[src/alu8_pkg.sv]
// ----------------------------------------------------------------------------
// alu8_pkg
// Types and constants shared by the eight-bit ALU and its core.
// ----------------------------------------------------------------------------
`default_nettype none

package alu8_pkg;

  typedef enum logic [4:0] {
    MODE_ADD      = 5'd0,
    MODE_ADC      = 5'd1,
    MODE_SUB      = 5'd2,
    MODE_SBC      = 5'd3,
    MODE_AND      = 5'd4,
    MODE_XOR      = 5'd5,
    MODE_OR       = 5'd6,
    MODE_CP       = 5'd7,
    MODE_INC      = 5'd8,
    MODE_DEC      = 5'd9,
    MODE_DAA      = 5'd10,
    MODE_CPL      = 5'd11,
    MODE_SCF      = 5'd12,
    MODE_CCF      = 5'd13,
    MODE_RLCA     = 5'd14,
    MODE_RLA      = 5'd15,
    MODE_RRCA     = 5'd16,
    MODE_RRA      = 5'd17,
    MODE_ADD16    = 5'd18,
    MODE_ADD_SP_E = 5'd19,
    MODE_INC16    = 5'd20,
    MODE_DEC16    = 5'd21
  } mode_e;

  localparam logic [3:0] DaaLowLimit  = 4'h9;
  localparam logic [7:0] DaaHighLimit = 8'h99;
  localparam logic [7:0] DaaLowCorr   = 8'h06;
  localparam logic [7:0] DaaHighCorr  = 8'h60;

  typedef struct packed {
    logic [4:0]  mode;
    logic [7:0]  acc;
    logic [7:0]  operand;
    logic [15:0] wide_a;
    logic [15:0] wide_b;
    logic        z;
    logic        n;
    logic        h;
    logic        c;
  } alu_in_t;

  typedef struct packed {
    logic [15:0] result;
    logic        writes_result;
    logic        z;
    logic        n;
    logic        h;
    logic        c;
  } alu_out_t;

endpackage

`default_nettype wire

[src/alu8_core.sv]
// ----------------------------------------------------------------------------
// alu8_core
// Combinational datapath: result and new flags for one operation.
// ----------------------------------------------------------------------------
`default_nettype none

module alu8_core (
  input  alu8_pkg::alu_in_t  op_i,
  output alu8_pkg::alu_out_t res_o
);

  logic        cin;
  logic [8:0]  sum9;
  logic [4:0]  sum5;
  logic [8:0]  dif9;
  logic [4:0]  dif5;
  logic [7:0]  corr;
  logic        daa_c;
  logic [7:0]  daa_r;
  logic [16:0] sum17;
  logic [12:0] sum13;
  logic [15:0] sext;
  logic [15:0] sp_sum;
  logic [4:0]  sp_lo5;
  logic [8:0]  sp_lo9;
  logic [7:0]  r8;

  always_comb begin
    cin = ((op_i.mode == alu8_pkg::MODE_ADC) || (op_i.mode == alu8_pkg::MODE_SBC))
          ? op_i.c : 1'b0;
    sum9 = {1'b0, op_i.acc} + {1'b0, op_i.operand} + {8'd0, cin};
    sum5 = {1'b0, op_i.acc[3:0]} + {1'b0, op_i.operand[3:0]} + {4'd0, cin};
    dif9 = {1'b0, op_i.acc} - {1'b0, op_i.operand} - {8'd0, cin};
    dif5 = {1'b0, op_i.acc[3:0]} - {1'b0, op_i.operand[3:0]} - {4'd0, cin};

    // Decimal adjust: the correction depends on the direction of the last operation.
    corr  = '0;
    daa_c = 1'b0;
    if (op_i.h || (!op_i.n && (op_i.acc[3:0] > alu8_pkg::DaaLowLimit))) begin
      corr = corr | alu8_pkg::DaaLowCorr;
    end
    if (op_i.c || (!op_i.n && (op_i.acc > alu8_pkg::DaaHighLimit))) begin
      corr  = corr | alu8_pkg::DaaHighCorr;
      daa_c = 1'b1;
    end
    daa_r = op_i.n ? (op_i.acc - corr) : (op_i.acc + corr);

    sum17  = {1'b0, op_i.wide_a} + {1'b0, op_i.wide_b};
    sum13  = {1'b0, op_i.wide_a[11:0]} + {1'b0, op_i.wide_b[11:0]};
    sext   = {{8{op_i.operand[7]}}, op_i.operand};
    sp_sum = op_i.wide_a + sext;
    sp_lo5 = {1'b0, op_i.wide_a[3:0]} + {1'b0, op_i.operand[3:0]};
    sp_lo9 = {1'b0, op_i.wide_a[7:0]} + {1'b0, op_i.operand};

    r8 = '0;
    res_o = '{result: '0, writes_result: 1'b0,
              z: op_i.z, n: op_i.n, h: op_i.h, c: op_i.c};

    case (alu8_pkg::mode_e'(op_i.mode))
      alu8_pkg::MODE_ADD, alu8_pkg::MODE_ADC: begin
        r8 = sum9[7:0];
        res_o = '{result: {8'd0, r8}, writes_result: 1'b1, z: (r8 == 8'd0),
                  n: 1'b0, h: sum5[4], c: sum9[8]};
      end
      alu8_pkg::MODE_SUB, alu8_pkg::MODE_SBC, alu8_pkg::MODE_CP: begin
        r8 = dif9[7:0];
        res_o = '{result: {8'd0, r8},
                  writes_result: (op_i.mode != alu8_pkg::MODE_CP),
                  z: (r8 == 8'd0), n: 1'b1, h: dif5[4], c: dif9[8]};
      end
      alu8_pkg::MODE_AND: begin
        r8 = op_i.acc & op_i.operand;
        res_o = '{result: {8'd0, r8}, writes_result: 1'b1, z: (r8 == 8'd0),
                  n: 1'b0, h: 1'b1, c: 1'b0};
      end
      alu8_pkg::MODE_XOR: begin
        r8 = op_i.acc ^ op_i.operand;
        res_o = '{result: {8'd0, r8}, writes_result: 1'b1, z: (r8 == 8'd0),
                  n: 1'b0, h: 1'b0, c: 1'b0};
      end
      alu8_pkg::MODE_OR: begin
        r8 = op_i.acc | op_i.operand;
        res_o = '{result: {8'd0, r8}, writes_result: 1'b1, z: (r8 == 8'd0),
                  n: 1'b0, h: 1'b0, c: 1'b0};
      end
      alu8_pkg::MODE_INC: begin
        r8 = op_i.operand + 8'd1;
        res_o = '{result: {8'd0, r8}, writes_result: 1'b1, z: (r8 == 8'd0),
                  n: 1'b0, h: (op_i.operand[3:0] == 4'hF), c: op_i.c};
      end
      alu8_pkg::MODE_DEC: begin
        r8 = op_i.operand - 8'd1;
        res_o = '{result: {8'd0, r8}, writes_result: 1'b1, z: (r8 == 8'd0),
                  n: 1'b1, h: (op_i.operand[3:0] == 4'h0), c: op_i.c};
      end
      alu8_pkg::MODE_DAA: begin
        r8 = daa_r;
        res_o = '{result: {8'd0, r8}, writes_result: 1'b1, z: (r8 == 8'd0),
                  n: op_i.n, h: 1'b0, c: daa_c};
      end
      alu8_pkg::MODE_CPL: begin
        res_o = '{result: {8'd0, ~op_i.acc}, writes_result: 1'b1, z: op_i.z,
                  n: 1'b1, h: 1'b1, c: op_i.c};
      end
      alu8_pkg::MODE_SCF: begin
        res_o = '{result: {8'd0, op_i.acc}, writes_result: 1'b0, z: op_i.z,
                  n: 1'b0, h: 1'b0, c: 1'b1};
      end
      alu8_pkg::MODE_CCF: begin
        res_o = '{result: {8'd0, op_i.acc}, writes_result: 1'b0, z: op_i.z,
                  n: 1'b0, h: 1'b0, c: ~op_i.c};
      end
      alu8_pkg::MODE_RLCA: begin
        res_o = '{result: {8'd0, op_i.acc[6:0], op_i.acc[7]}, writes_result: 1'b1,
                  z: 1'b0, n: 1'b0, h: 1'b0, c: op_i.acc[7]};
      end
      alu8_pkg::MODE_RLA: begin
        res_o = '{result: {8'd0, op_i.acc[6:0], op_i.c}, writes_result: 1'b1,
                  z: 1'b0, n: 1'b0, h: 1'b0, c: op_i.acc[7]};
      end
      alu8_pkg::MODE_RRCA: begin
        res_o = '{result: {8'd0, op_i.acc[0], op_i.acc[7:1]}, writes_result: 1'b1,
                  z: 1'b0, n: 1'b0, h: 1'b0, c: op_i.acc[0]};
      end
      alu8_pkg::MODE_RRA: begin
        res_o = '{result: {8'd0, op_i.c, op_i.acc[7:1]}, writes_result: 1'b1,
                  z: 1'b0, n: 1'b0, h: 1'b0, c: op_i.acc[0]};
      end
      alu8_pkg::MODE_ADD16: begin
        res_o = '{result: sum17[15:0], writes_result: 1'b1, z: op_i.z,
                  n: 1'b0, h: sum13[12], c: sum17[16]};
      end
      alu8_pkg::MODE_ADD_SP_E: begin
        res_o = '{result: sp_sum, writes_result: 1'b1, z: 1'b0,
                  n: 1'b0, h: sp_lo5[4], c: sp_lo9[8]};
      end
      alu8_pkg::MODE_INC16: begin
        res_o = '{result: op_i.wide_a + 16'd1, writes_result: 1'b1, z: op_i.z,
                  n: op_i.n, h: op_i.h, c: op_i.c};
      end
      alu8_pkg::MODE_DEC16: begin
        res_o = '{result: op_i.wide_a - 16'd1, writes_result: 1'b1, z: op_i.z,
                  n: op_i.n, h: op_i.h, c: op_i.c};
      end
      default: begin
        // Unused codes give a zero result that is not stored; flags pass through.
        res_o = '{result: '0, writes_result: 1'b0,
                  z: op_i.z, n: op_i.n, h: op_i.h, c: op_i.c};
      end
    endcase
  end

endmodule

`default_nettype wire

[src/eight_bit_alu_with_flags_top.sv]
// ----------------------------------------------------------------------------
// eight_bit_alu_with_flags_top
// Eight-bit ALU with Z/N/H/C flags, decimal adjust and 16-bit add, increment and decrement.
// ----------------------------------------------------------------------------
// An accepted item is held in the input register, passes through the combinational
// core and is offered from the result register; an output stall can hold it there.
// Throughput: one item per cycle while the output is not stalled; the input
// register feeds a single combinational pass into the result register.
// Reset clears both valid flags; the payload registers are not reset.
`default_nettype none

module eight_bit_alu_with_flags_top (
  input  wire logic        clk_i,
  input  wire logic        rst_ni,
  input  wire logic        in_valid_i,
  output      logic        in_stall_o,
  input  wire logic [4:0]  mode_i,
  input  wire logic [7:0]  acc_i,
  input  wire logic [7:0]  operand_i,
  input  wire logic [15:0] wide_a_i,
  input  wire logic [15:0] wide_b_i,
  input  wire logic        z_in_i,
  input  wire logic        n_in_i,
  input  wire logic        h_in_i,
  input  wire logic        c_in_i,
  output      logic        out_valid_o,
  input  wire logic        out_stall_i,
  output      logic [15:0] result_o,
  output      logic        writes_result_o,
  output      logic        z_out_o,
  output      logic        n_out_o,
  output      logic        h_out_o,
  output      logic        c_out_o
);

  alu8_pkg::alu_in_t  op_q;
  logic               op_valid_q;
  alu8_pkg::alu_out_t res_d;
  alu8_pkg::alu_out_t res_q;
  logic               res_valid_q;
  logic               res_adv;
  logic               op_adv;

  // The result register can load whenever it is empty or being taken.
  assign res_adv    = !res_valid_q || !out_stall_i;
  assign op_adv     = !op_valid_q || res_adv;
  assign in_stall_o = !op_adv;

  always_ff @(posedge clk_i or negedge rst_ni) begin
    if (!rst_ni) begin
      op_valid_q  <= 1'b0;
      res_valid_q <= 1'b0;
    end else begin
      if (op_adv) begin
        op_valid_q <= in_valid_i;
      end
      if (res_adv) begin
        res_valid_q <= op_valid_q;
      end
    end
  end

  always_ff @(posedge clk_i) begin
    if (op_adv && in_valid_i) begin
      op_q <= '{mode: mode_i, acc: acc_i, operand: operand_i, wide_a: wide_a_i,
                wide_b: wide_b_i, z: z_in_i, n: n_in_i, h: h_in_i, c: c_in_i};
    end
    if (res_adv && op_valid_q) begin
      res_q <= res_d;
    end
  end

  alu8_core u_core (
    .op_i  (op_q),
    .res_o (res_d)
  );

  assign out_valid_o     = res_valid_q;
  assign result_o        = res_q.result;
  assign writes_result_o = res_q.writes_result;
  assign z_out_o         = res_q.z;
  assign n_out_o         = res_q.n;
  assign h_out_o         = res_q.h;
  assign c_out_o         = res_q.c;

endmodule

`default_nettype wire

[config.mk]
export PLATFORM = sky130hd
export DESIGN_NAME = eight_bit_alu_with_flags_top
export DESIGN_NICKNAME = d
export VERILOG_FILES = /design/src/alu8_pkg.sv /design/src/alu8_core.sv /design/src/eight_bit_alu_with_flags_top.sv
export SDC_FILE = /design/constraint.sdc
export NUM_CORES = 1
export LEC_CHECK = 0
export BUFFER_PORTS_ARGS = -buffer_cell sky130_fd_sc_hd__buf_2
export CAP_MARGIN = 20
export CORE_ASPECT_RATIO = 0.5
export CORE_MARGIN = 8
export CORE_UTILIZATION = 40
export CTS_BUF_LIST = sky130_fd_sc_hd__clkbuf_8
export CTS_CLUSTER_SIZE = 20
export DETAILED_ROUTE_END_ITERATION = 7
export PLACE_DENSITY_LB_ADDON = 0.1
export SLEW_MARGIN = 20
export SYNTH_ARGS = -nofsm -noshare
export SYNTH_HDL_FRONTEND = slang
export SYNTH_SLANG_ARGS = --single-unit
export TNS_END_PERCENT = 5
[constraint.sdc]
create_clock -name clk_i -period 5.9 [get_ports clk_i]
set_clock_uncertainty 0.05 [all_clocks]
set_input_delay 0.59 -clock clk_i [delete_from_list [all_inputs] [get_ports clk_i]]
set_output_delay 0.59 -clock clk_i [all_outputs]
set_load 0.02 [all_outputs]
# == Yosys cells after proc, flatten, opt, wreduce, memory -nomap -nowiden ==
# Cells that the tools add are included.
# Widths: inputs -> output; s select.
# word_totals
reg_bits,80
word_cells,98
out_inout_bits,23
in_bits,61
# op_classes
n_lt_le_gt_ge,2
n_mux,6
bitwise,5
n_addsub,19
n_reduce_logical,26
eq_ne,23
# op_table
op,count
$pmux 21 s19,1
$logic_not 8->1,8
$eq 5x4->1 const B,8
$eq 5x5->1 const B,6
$eq 5x3->1 const B,4
$add 8x8->9,2
$add 16x16->17,1
$add 16x1->16 const B,1
$add 16x16->16,1
$sub 16x1->16 const B,1
$add 12x12->13,1
$add 4x4->5,2
$eq 5x2->1 const B,2
$add 9x1->9,1
$sub 8x8->9,1
$sub 9x1->9,1
$add 8x1->8 const B,1
$add 8x8->8,1
$and 8x8->8,1
$gt 8x8->1 const B,1
$mux 8,1
$not 8->8,1
$or 8x8->8,1
$sub 8x1->8 const B,1
other kinds (20),32

# == Longest topological paths before layout ==
# Gate-level depths: netlist (run 1).
# logic_depth
depth_word,9
mapped_depth,16

# == Hierarchy ==
# Synthesis (run 1) repeated with hierarchy kept, for this count alone.
# hier_totals
cells_unflattened,735
hier_area_um2,6892.9
# by_module_without_submodules
mod,area_each_um2,cells_each,seq_area_each_um2,n_inst
alu8_core,4458.0,649,0.0,1
eight_bit_alu_with_flags_top,2434.8,86,2392.3,1

# == Least setup slack after synthesis (run 1) ==
# Ideal clock, no wire load.
# synth_path
path_type,reg-to-reg
start,register op_q[52] (netlist name)
end,register res_q (netlist bit z_out_o) (data pin)
slack_ps,2041
synth_period_minus_slack_ps,3859
stages_incl_launch_ff,16
required_time_ps,5587
setup_time_ps,263
arrival_time_ps,3545
path_cell_list,edfxtp_1 clkbuf_1 clkbuf_1 buf_1 nor2b_1 nand3_1 inv_1 fa_1 ha_1 o21ai_0 a32oi_1 or4b_2 o2111ai_1 nor4_1 a211oi_1 a21oi_1
# synth_rtl
item,line,rtl
from (decl),eight_bit_alu_with_flags_top.sv:36,alu8_pkg::alu_in_t op_q;
from (signal assigned),eight_bit_alu_with_flags_top.sv:65,"op_q <= '{mode: mode_i, acc: acc_i, operand: operand_i, wide_a: wide_a_i,"
to (signal assigned),eight_bit_alu_with_flags_top.sv:69,res_q <= res_d;
to (decl),eight_bit_alu_with_flags_top.sv:39,alu8_pkg::alu_out_t res_q;

==> metrics, run 1 <==
status completed; final instance area 7990 um2; CTS clock-pin slew for the worst setup and hold paths 0.10 ns; Setup Buffers After CTS 0; internal power 1170 uW; via count 6439; Yosys warnings 0; die area between 20000 and 25000 um2; global route overflow 0; Finish-stage setup viols 0; drt via density approximately 6.0; Logic pwr share 34.6%; clock latency on the worst-skew pair 0.39 ns; sequential cell area fraction in the yosys report 33.6%; utilization after layout approximately 46%; area share of the leading cell type in the synthesized netlist 32.9%; per-cell routed wire length 22.6 um; switching pwr 677 uW; Clock power frac 26.0%; leading area contributor after synthesis edfxtp_1; RSZ-0062 raised after global routing no; ys async rst share about 2.5%; Syn Area/Cell 9.37 um2; Leak Pwr 0.00324 uW; layout cells sized above 1 14.9%; WS Path Type reg2reg; drt drc 0; final hold slack around 0.32 ns; Flop pwr share 39.4%; largest net degree at the start of global routing 58; slowest CP cell nor2_1; Layout area overhead 12.3%; top cells by area, synth edfxtp_1, ha_1, a21oi_1; Initial Util 40.9%; setup TNS 0 ns; Layout Nets about 980; Post-synth EDFFs 78; critical-path cell list nand4bb_1 > nor2_1 > a21oi_1 > ha_1 > nor2b_1 > o21ai_0 > o21ai_0 > a31oi_1 > a21oi_1 > mux2i_1 > o22ai_1; FMAX 221 MHz; Slew headroom 23.3%; clk root buf clkbuf_8; #FFs+latches synth 80; highest cell delay on the worst timing path 0.79 ns; Antenna Violating Nets Remaining 0; Critical Path RT 5.96 ns; Sw Share 36.8%; n_diodes 0; Crit Path Max Fanout 22; Sink Count 80; final hold vios 0; Worst-Margin Slew 1.14 ns; DP HPWL 18600 um; CP Data Arrival Time 4.58 ns; Setup crit end kind register; Max Slew Vio Count 0; startpoint types register; CTS tree built; die width 205 um; initial antenna violation count 0; Row Count 34; Clock Tree Buf Depth 2; placed cell area 7760 um2; final wirelength 24200 um; PD cells between 200 and 250 nW/um2; WP buf/inv 0; Ports 84; worst hold path class in2reg; initial drt markers 938; Final Critical Period 4.52 ns; GRT Total Usage 21.4%; ys flop type edfxtp_1; multi-input logic area 4460 um2; Num CTS Buffers 9; Buffers on Ports between 80 and 90; Cell Area, Synth 7120 um2; Max VDD drop 0.124 mV; core area about 17000 um2; Largest delay share family, worst path simple AND/OR/NAND/NOR gates; Filler Cell Count 1717; vias in the first global route 6258; First-pass DRT Iterations 6; MaxCap Viol Count 0; fin crit share 76.7%; gpl congestion just under 1; syn_nets slightly above 900; Register Area 2390 um2; depth of the CTS H-tree 3; Netlist cell types 78; first-pass GRT wire length around 37000 um; die height 110 um; Post-Syn Instances 760
## per-stage QoR
step | std cells | total power (uW) | worst slack [ns]
2_1_floorplan | 760 | 1160 | 2.04
3_3_place_gp | 1055 | 1360 | 1.64
3_5_place_dp | 1055 | 1360 | 1.44
4_1_cts | 1072 | 1850 | 1.43
5_1_grt | 1072 | 1940 | 0.899
6_report | 1072 | 1840 | 1.38
## power groups by stage
| stage | clock (uW) | combinational, uW | sequential (uW) |
|---|---|---|---|
| final | 478 | 638 | 726 |
| after CTS | 494 | 628 | 725 |
| after detailed placement | 0 | 622 | 738 |
| after floorplan | 0 | 425 | 739 |
| after global placement | 0 | 622 | 737 |
| after global routing | 513 | 695 | 732 |
## per-layer routing
layer  wire length, um  vias to the layer above  track usage (%)
li1                  -                     3043                -
met1             11600                     3053             31.1
met2              9880                      296             30.5
met3              2230                       47             5.51
met4               546                        0             6.18
met5                 0                        -                0
## cell type report
class / count / area share [%]
inverter: 40 / 1.88
timing repair buffer: 91 / 5.98
clock buffer: 9 / 1.55
tap: 234 / 3.66
clock inverter: 7 / 1.21
multi-input combinational: 611 / 55.8
sequential: 80 / 29.9
## what timing repair did
item	CTS	global route
hold endpoints to repair	2	0
resized for setup	0	0
hold buffers	1	0
## path summary, 6_finish.rpt
path / start / endpoint / slack [ns] / cells after the start
max in group asynchronous: rst_ni / out_valid_o$_DFFE_PN0P_ / 5.23 / 2
min in group asynchronous: rst_ni / op_valid_q$_DFFE_PN0N_ / 0.48 / 2
min: acc_i[3] / op_q[47]$_DFFE_PP_ / 0.32 / 1
min reg2reg: op_valid_q$_DFFE_PN0N_ / out_valid_o$_DFFE_PN0P_ / 0.44 / 1
max reg2reg: op_q[55]$_DFFE_PP_ / result_o[15]$_DFFE_PP_ / 1.38 / 11
max: op_q[55]$_DFFE_PP_ / result_o[15]$_DFFE_PP_ / 1.38 / 11
## worst register-to-register path: stages (launching register included)
cell       delay (ns)
edfxtp_1         0.72
nand4bb_1        0.64
nor2_1           0.79
a21oi_1          0.19
ha_1             0.33
nor2b_1          0.11
o21ai_0          0.10
o21ai_0          0.47
a31oi_1          0.27
a21oi_1          0.28
mux2i_1          0.22
o22ai_1          0.09
## state kept, by name (all words and copies together), names as in the netlist
name	count
z_out_o	1
n_out_o	1
writes_result_o	1
out_valid_o	1
h_out_o	1
op_valid_q	1
result_o	16
op_q	57
c_out_o	1
## Yosys cell counts, types with 4 or more instances
cell type / n
a211oi_1: 6
a21o_1: 12
a21oi_1: 61
a221oi_1: 12
a22oi_1: 9
a31oi_1: 7
a32oi_1: 4
and2_1: 4
and3_1: 10
buf_2: 10
clkbuf_1: 16
edfxtp_1: 78
fa_1: 6
ha_1: 82
inv_1: 39
mux2i_1: 6
nand2_1: 51
nand2b_1: 11
nand3_1: 20
nand4_1: 12
nor2_1: 49
nor2b_1: 14
nor3_1: 16
nor4_1: 8
o2111ai_1: 6
o211ai_1: 4
o21a_1: 9
o21ai_0: 42
o22ai_1: 20
or3_1: 6
or4_1: 5
xnor2_1: 28
xor2_1: 26
## cell usage in the layout (no fill, tap or decap), drive strengths merged, types with 16 or more instances in the layout
cell type	instances
xnor2	29
a21oi	62
o22ai	21
nor3	16
nand2	51
edfxtp	78
o21ai	45
nor2	50
inv	41
nand3	20
buf	90
ha	82
xor2	26
## cells by family after synthesis
logic type	count (synthesis)	synth area share, %
AO/OA/AOI/OAI	231	21.4
AND/OR/NAND/NOR	228	16.9
adder cells (fa/ha/maj)	88	16.1
flip-flops	80	33.6
buffers and inverters	69	3.81
XOR/XNOR	55	6.87
multiplexers	9	1.32
No activity file was read; power rests on OpenSTA's default activity.
==> run 2: changes to the inputs <==
--- a/config.mk
+++ b/config.mk
@@ -5,6 +5,7 @@
 export SDC_FILE = /design/constraint.sdc
 export NUM_CORES = 1
 export LEC_CHECK = 0
+export ABC_AREA = 1
 export BUFFER_PORTS_ARGS = -buffer_cell sky130_fd_sc_hd__buf_2
 export CAP_MARGIN = 20
 export CORE_ASPECT_RATIO = 0.5
==> constraint.sdc (replaced) <==
create_clock -name clk_i -period 3.89 [get_ports clk_i]
set_clock_uncertainty 0.05 [all_clocks]
set_input_delay 0.389 -clock clk_i [delete_from_list [all_inputs] [get_ports clk_i]]
set_output_delay 0.389 -clock clk_i [all_outputs]
set_load 0.02 [all_outputs]
==> run 2 against run 1 <==
  * Sequential share of layout area fell by 2.5 points
  * Worst setup slack got worse by 1.1 ns
  * Combinational power rose by 83%
  * Via count is 21% higher
  * Wire length grew 20%
  * Flip-flop and latch count unchanged
  * Highest routed layer is now met5
  * Non-clock buffer count rose by 18
  * Clock power up 53%
  * Power grew 64%
==> metrics, run 2 <==
Max Slew Vio Count 0 (unchanged); Finished Layout Cells 1409 (was 1072); die area 24000 um2 (was 22600 um2); RSZ-0062 raised after global routing no (unchanged); sequential cell area fraction in the yosys report 31.4% (was 33.6%); CP Data Arrival Time 3.68 ns (was 4.58 ns); Ports 84 (unchanged); startpoint types register (unchanged); largest net degree at the start of global routing 34 (was 58); commonest cells after routing, fill and taps aside nand2_1, inv_1, nor2_1, buf_2, ha_1 (was buf_2, ha_1, edfxtp_1, a21oi_1, nand2_1); CTS clock-pin slew for the worst setup and hold paths 0.10 ns (about the same); Worst R2R Start op_q[54]$_DFFE_PP_ (was op_q[55]$_DFFE_PP_); Post-Syn Instances 1034 (was 760); clock latency on the worst-skew pair 0.41 ns (was 0.39 ns); Leak Pwr 0.00420 uW (was 0.00324 uW); depth of the CTS H-tree 3 (unchanged); worst hold path class in2reg (unchanged); leading area contributor after synthesis edfxtp_1 (unchanged); Syn Area/Cell 7.37 um2 (was 9.37 um2); FMAX 278 MHz (was 221 MHz); cell depth of the worst flop-to-flop path 14 (was 11); Max VDD drop 0.203 mV (was 0.124 mV); die height 114 um (was 110 um); gpl congestion 1.01 (was 0.964); n_diodes 0 (unchanged); final wirelength 29200 um (was 24200 um); initial drt markers 805 (was 938); GRT Total Usage 24.2% (was 21.4%); synth cell count leaders nand2_1, inv_1, nor2_1, ha_1, edfxtp_1 (was ha_1, edfxtp_1, a21oi_1, nand2_1, nor2_1); Worst-Margin Slew 0.660 ns (was 1.14 ns); Sink Count 80 (unchanged); clk root buf clkbuf_8 (unchanged); Yosys warnings 0 (unchanged); area share of the leading cell type in the synthesized netlist 30.7% (was 32.9%); setup ws final 0.296 ns (was 1.38 ns); MaxCap Viol Count 0 (unchanged); setup TNS 0 ns (unchanged); WS Path Type reg2reg (unchanged); vias in the first global route 7392 (was 6258); most common cell in the synthesized netlist nand2_1 (was ha_1); top cells by area, synth edfxtp_1, ha_1, nand2_1 (was edfxtp_1, ha_1, a21oi_1); Critical Path RT 3.98 ns (was 5.96 ns); PD cells 346 nW/um2 (was 230 nW/um2); Hold EP op_q[37]$_DFFE_PP_ (was op_q[47]$_DFFE_PP_); max FFs per register 57 (unchanged); final hold vios 0 (unchanged); status completed (unchanged); pre-CTS WS 0.149 ns (was 1.44 ns); Slew headroom 56.0% (was 23.3%); core area 18500 um2 (was 17400 um2); utilization after layout 47.1% (was 45.9%); hold path depth 1 (unchanged); DP HPWL 23700 um (was 18600 um); Initial Util 41.2% (was 40.9%); initial antenna violation count 1 (was 0); per-cell routed wire length 20.7 um (was 22.6 um); first-pass GRT wire length 43800 um (was 36700 um); global route overflow 0 (unchanged); CTS tree built (unchanged); via count 7812 (was 6439); worst hold start operand_i[1] (was acc_i[3]); Largest Register op_q (unchanged); Antenna Violating Nets Remaining 0 (unchanged); #FFs+latches synth 80 (unchanged); Layout Nets 1294 (was 982); First-pass DRT Iterations 6 (unchanged); fin crit share 92.4% (was 76.7%); crit path from op_q[54]$_DFFE_PP_ (was op_q[55]$_DFFE_PP_); Layout area overhead 14.3% (was 12.3%); syn_nets 1183 (was 909); Crit Path Max Fanout 4 (was 22); Finish-stage setup viols 0 (unchanged); drt drc 0 (unchanged); Row Count 35 (was 34); Netlist cell types 54 (was 78); Final Critical Period 3.59 ns (was 4.52 ns); drt via density 5.54 (was 6.01); Clock Tree Buf Depth 2 (unchanged); ys async rst share 2.50% (unchanged); commonest non-fill, non-tap cell in the layout nand2_1 (was buf_2); layout cells sized above 1 14.5% (was 14.9%); die width 211 um (was 205 um); Num CTS Buffers 9 (unchanged); Post-synth EDFFs 78 (unchanged); R2R Path End result_o[4]$_DFFE_PP_ (was result_o[15]$_DFFE_PP_); Setup crit end kind register (unchanged); DP Cell Count 1390 (was 1055); r2r setup slk 0.30 ns (was 1.38 ns); ys flop type edfxtp_1 (unchanged); Buffers on Ports 83 (unchanged); Cell Area, Synth 7620 um2 (was 7120 um2)
==> run 2: worst max-delay path by stage <==
stage	end	slack, ns	cells after the start
floorplan	result_o[4]$_DFFE_PP_	0.83	13
global placement	result_o[4]$_DFFE_PP_	0.14	14
detailed placement	result_o[4]$_DFFE_PP_	0.15	14
CTS	result_o[4]$_DFFE_PP_	0.14	14
global route	result_o[7]$_DFFE_PP_	0.05	15
finish	result_o[4]$_DFFE_PP_	0.30	14
==> run 2: cells by family after synthesis <==
kind of cell / Yosys count / synth area share (%)
AOI/OAI and AO/OA: 189 / 14.5
xor gates and xnor gates: 14 / 1.61
adders and majority gates: 88 / 15.0
buffers and inverters: 156 / 8.14
DFF: 80 / 31.4
and+or+nand+nor: 507 / 29.3
==> run 2: area by class of cell <==
| type | count | area, um2 |
|---|---|---|
| timing repair buffer | 109 | 613 |
| fill | 1935 | 9810 |
| sequential | 80 | 2390 |
| tap | 259 | 324 |
| clock inverter | 7 | 92.6 |
| inverter | 147 | 557 |
| clock buffer | 9 | 124 |
| multi-input combinational | 798 | 4610 |
==> run 2: per-stage QoR <==
stage               total power [uW]  hold slack [ns]  cell area (um2)
finish                          3020           0.0974             8720
global route                    3180           0.0815             8720
CTS                             3000           0.0836             8700
detailed placement              2270            0.130             8480
global placement                2270            0.126             8480
floorplan                       1880           0.0434             7620
==> run 2: worst max-delay path, cell delays in order (launching register included) <==
cell	delay (ns)
edfxtp_1	0.47
inv_1	0.16
nand2_1	0.11
nor4_1	0.19
buf_4	0.19
inv_1	0.05
fa_1	0.43
fa_1	0.44
or2_2	0.34
nand2_1	0.09
nand2_1	0.10
xnor2_1	0.20
o22ai_1	0.20
a31oi_1	0.22
nand2_1	0.09
==> run 2: repair_timing <==
| action | 4_1_cts | 5_1_grt |
|---|---|---|
| setup buffers | 0 | 2 |
| resized for setup | 0 | 1 |
| endpoints found under the hold margin | 2 | 0 |
| endpoints found under the setup margin | 0 | 4 |
| hold buffers | 1 | 0 |
==> run 2: power breakdown <==
part / switching [uW] / internal (uW)
sequential: 64.6 / 1050
clock: 369 / 362
combinational: 789 / 382
total: 1220 / 1790
==> run 2: layer usage <==
| metal | wire, um | track usage [%] | vias to the layer above |
|---|---|---|---|
| met1 | 13800 | 34.2 | 3672 |
| met2 | 12000 | 35.9 | 341 |
| met4 | 580 | 6.22 | 2 |
| li1 | - | - | 3751 |
| met3 | 2800 | 6.46 | 46 |
| met5 | 13 | 0 | - |
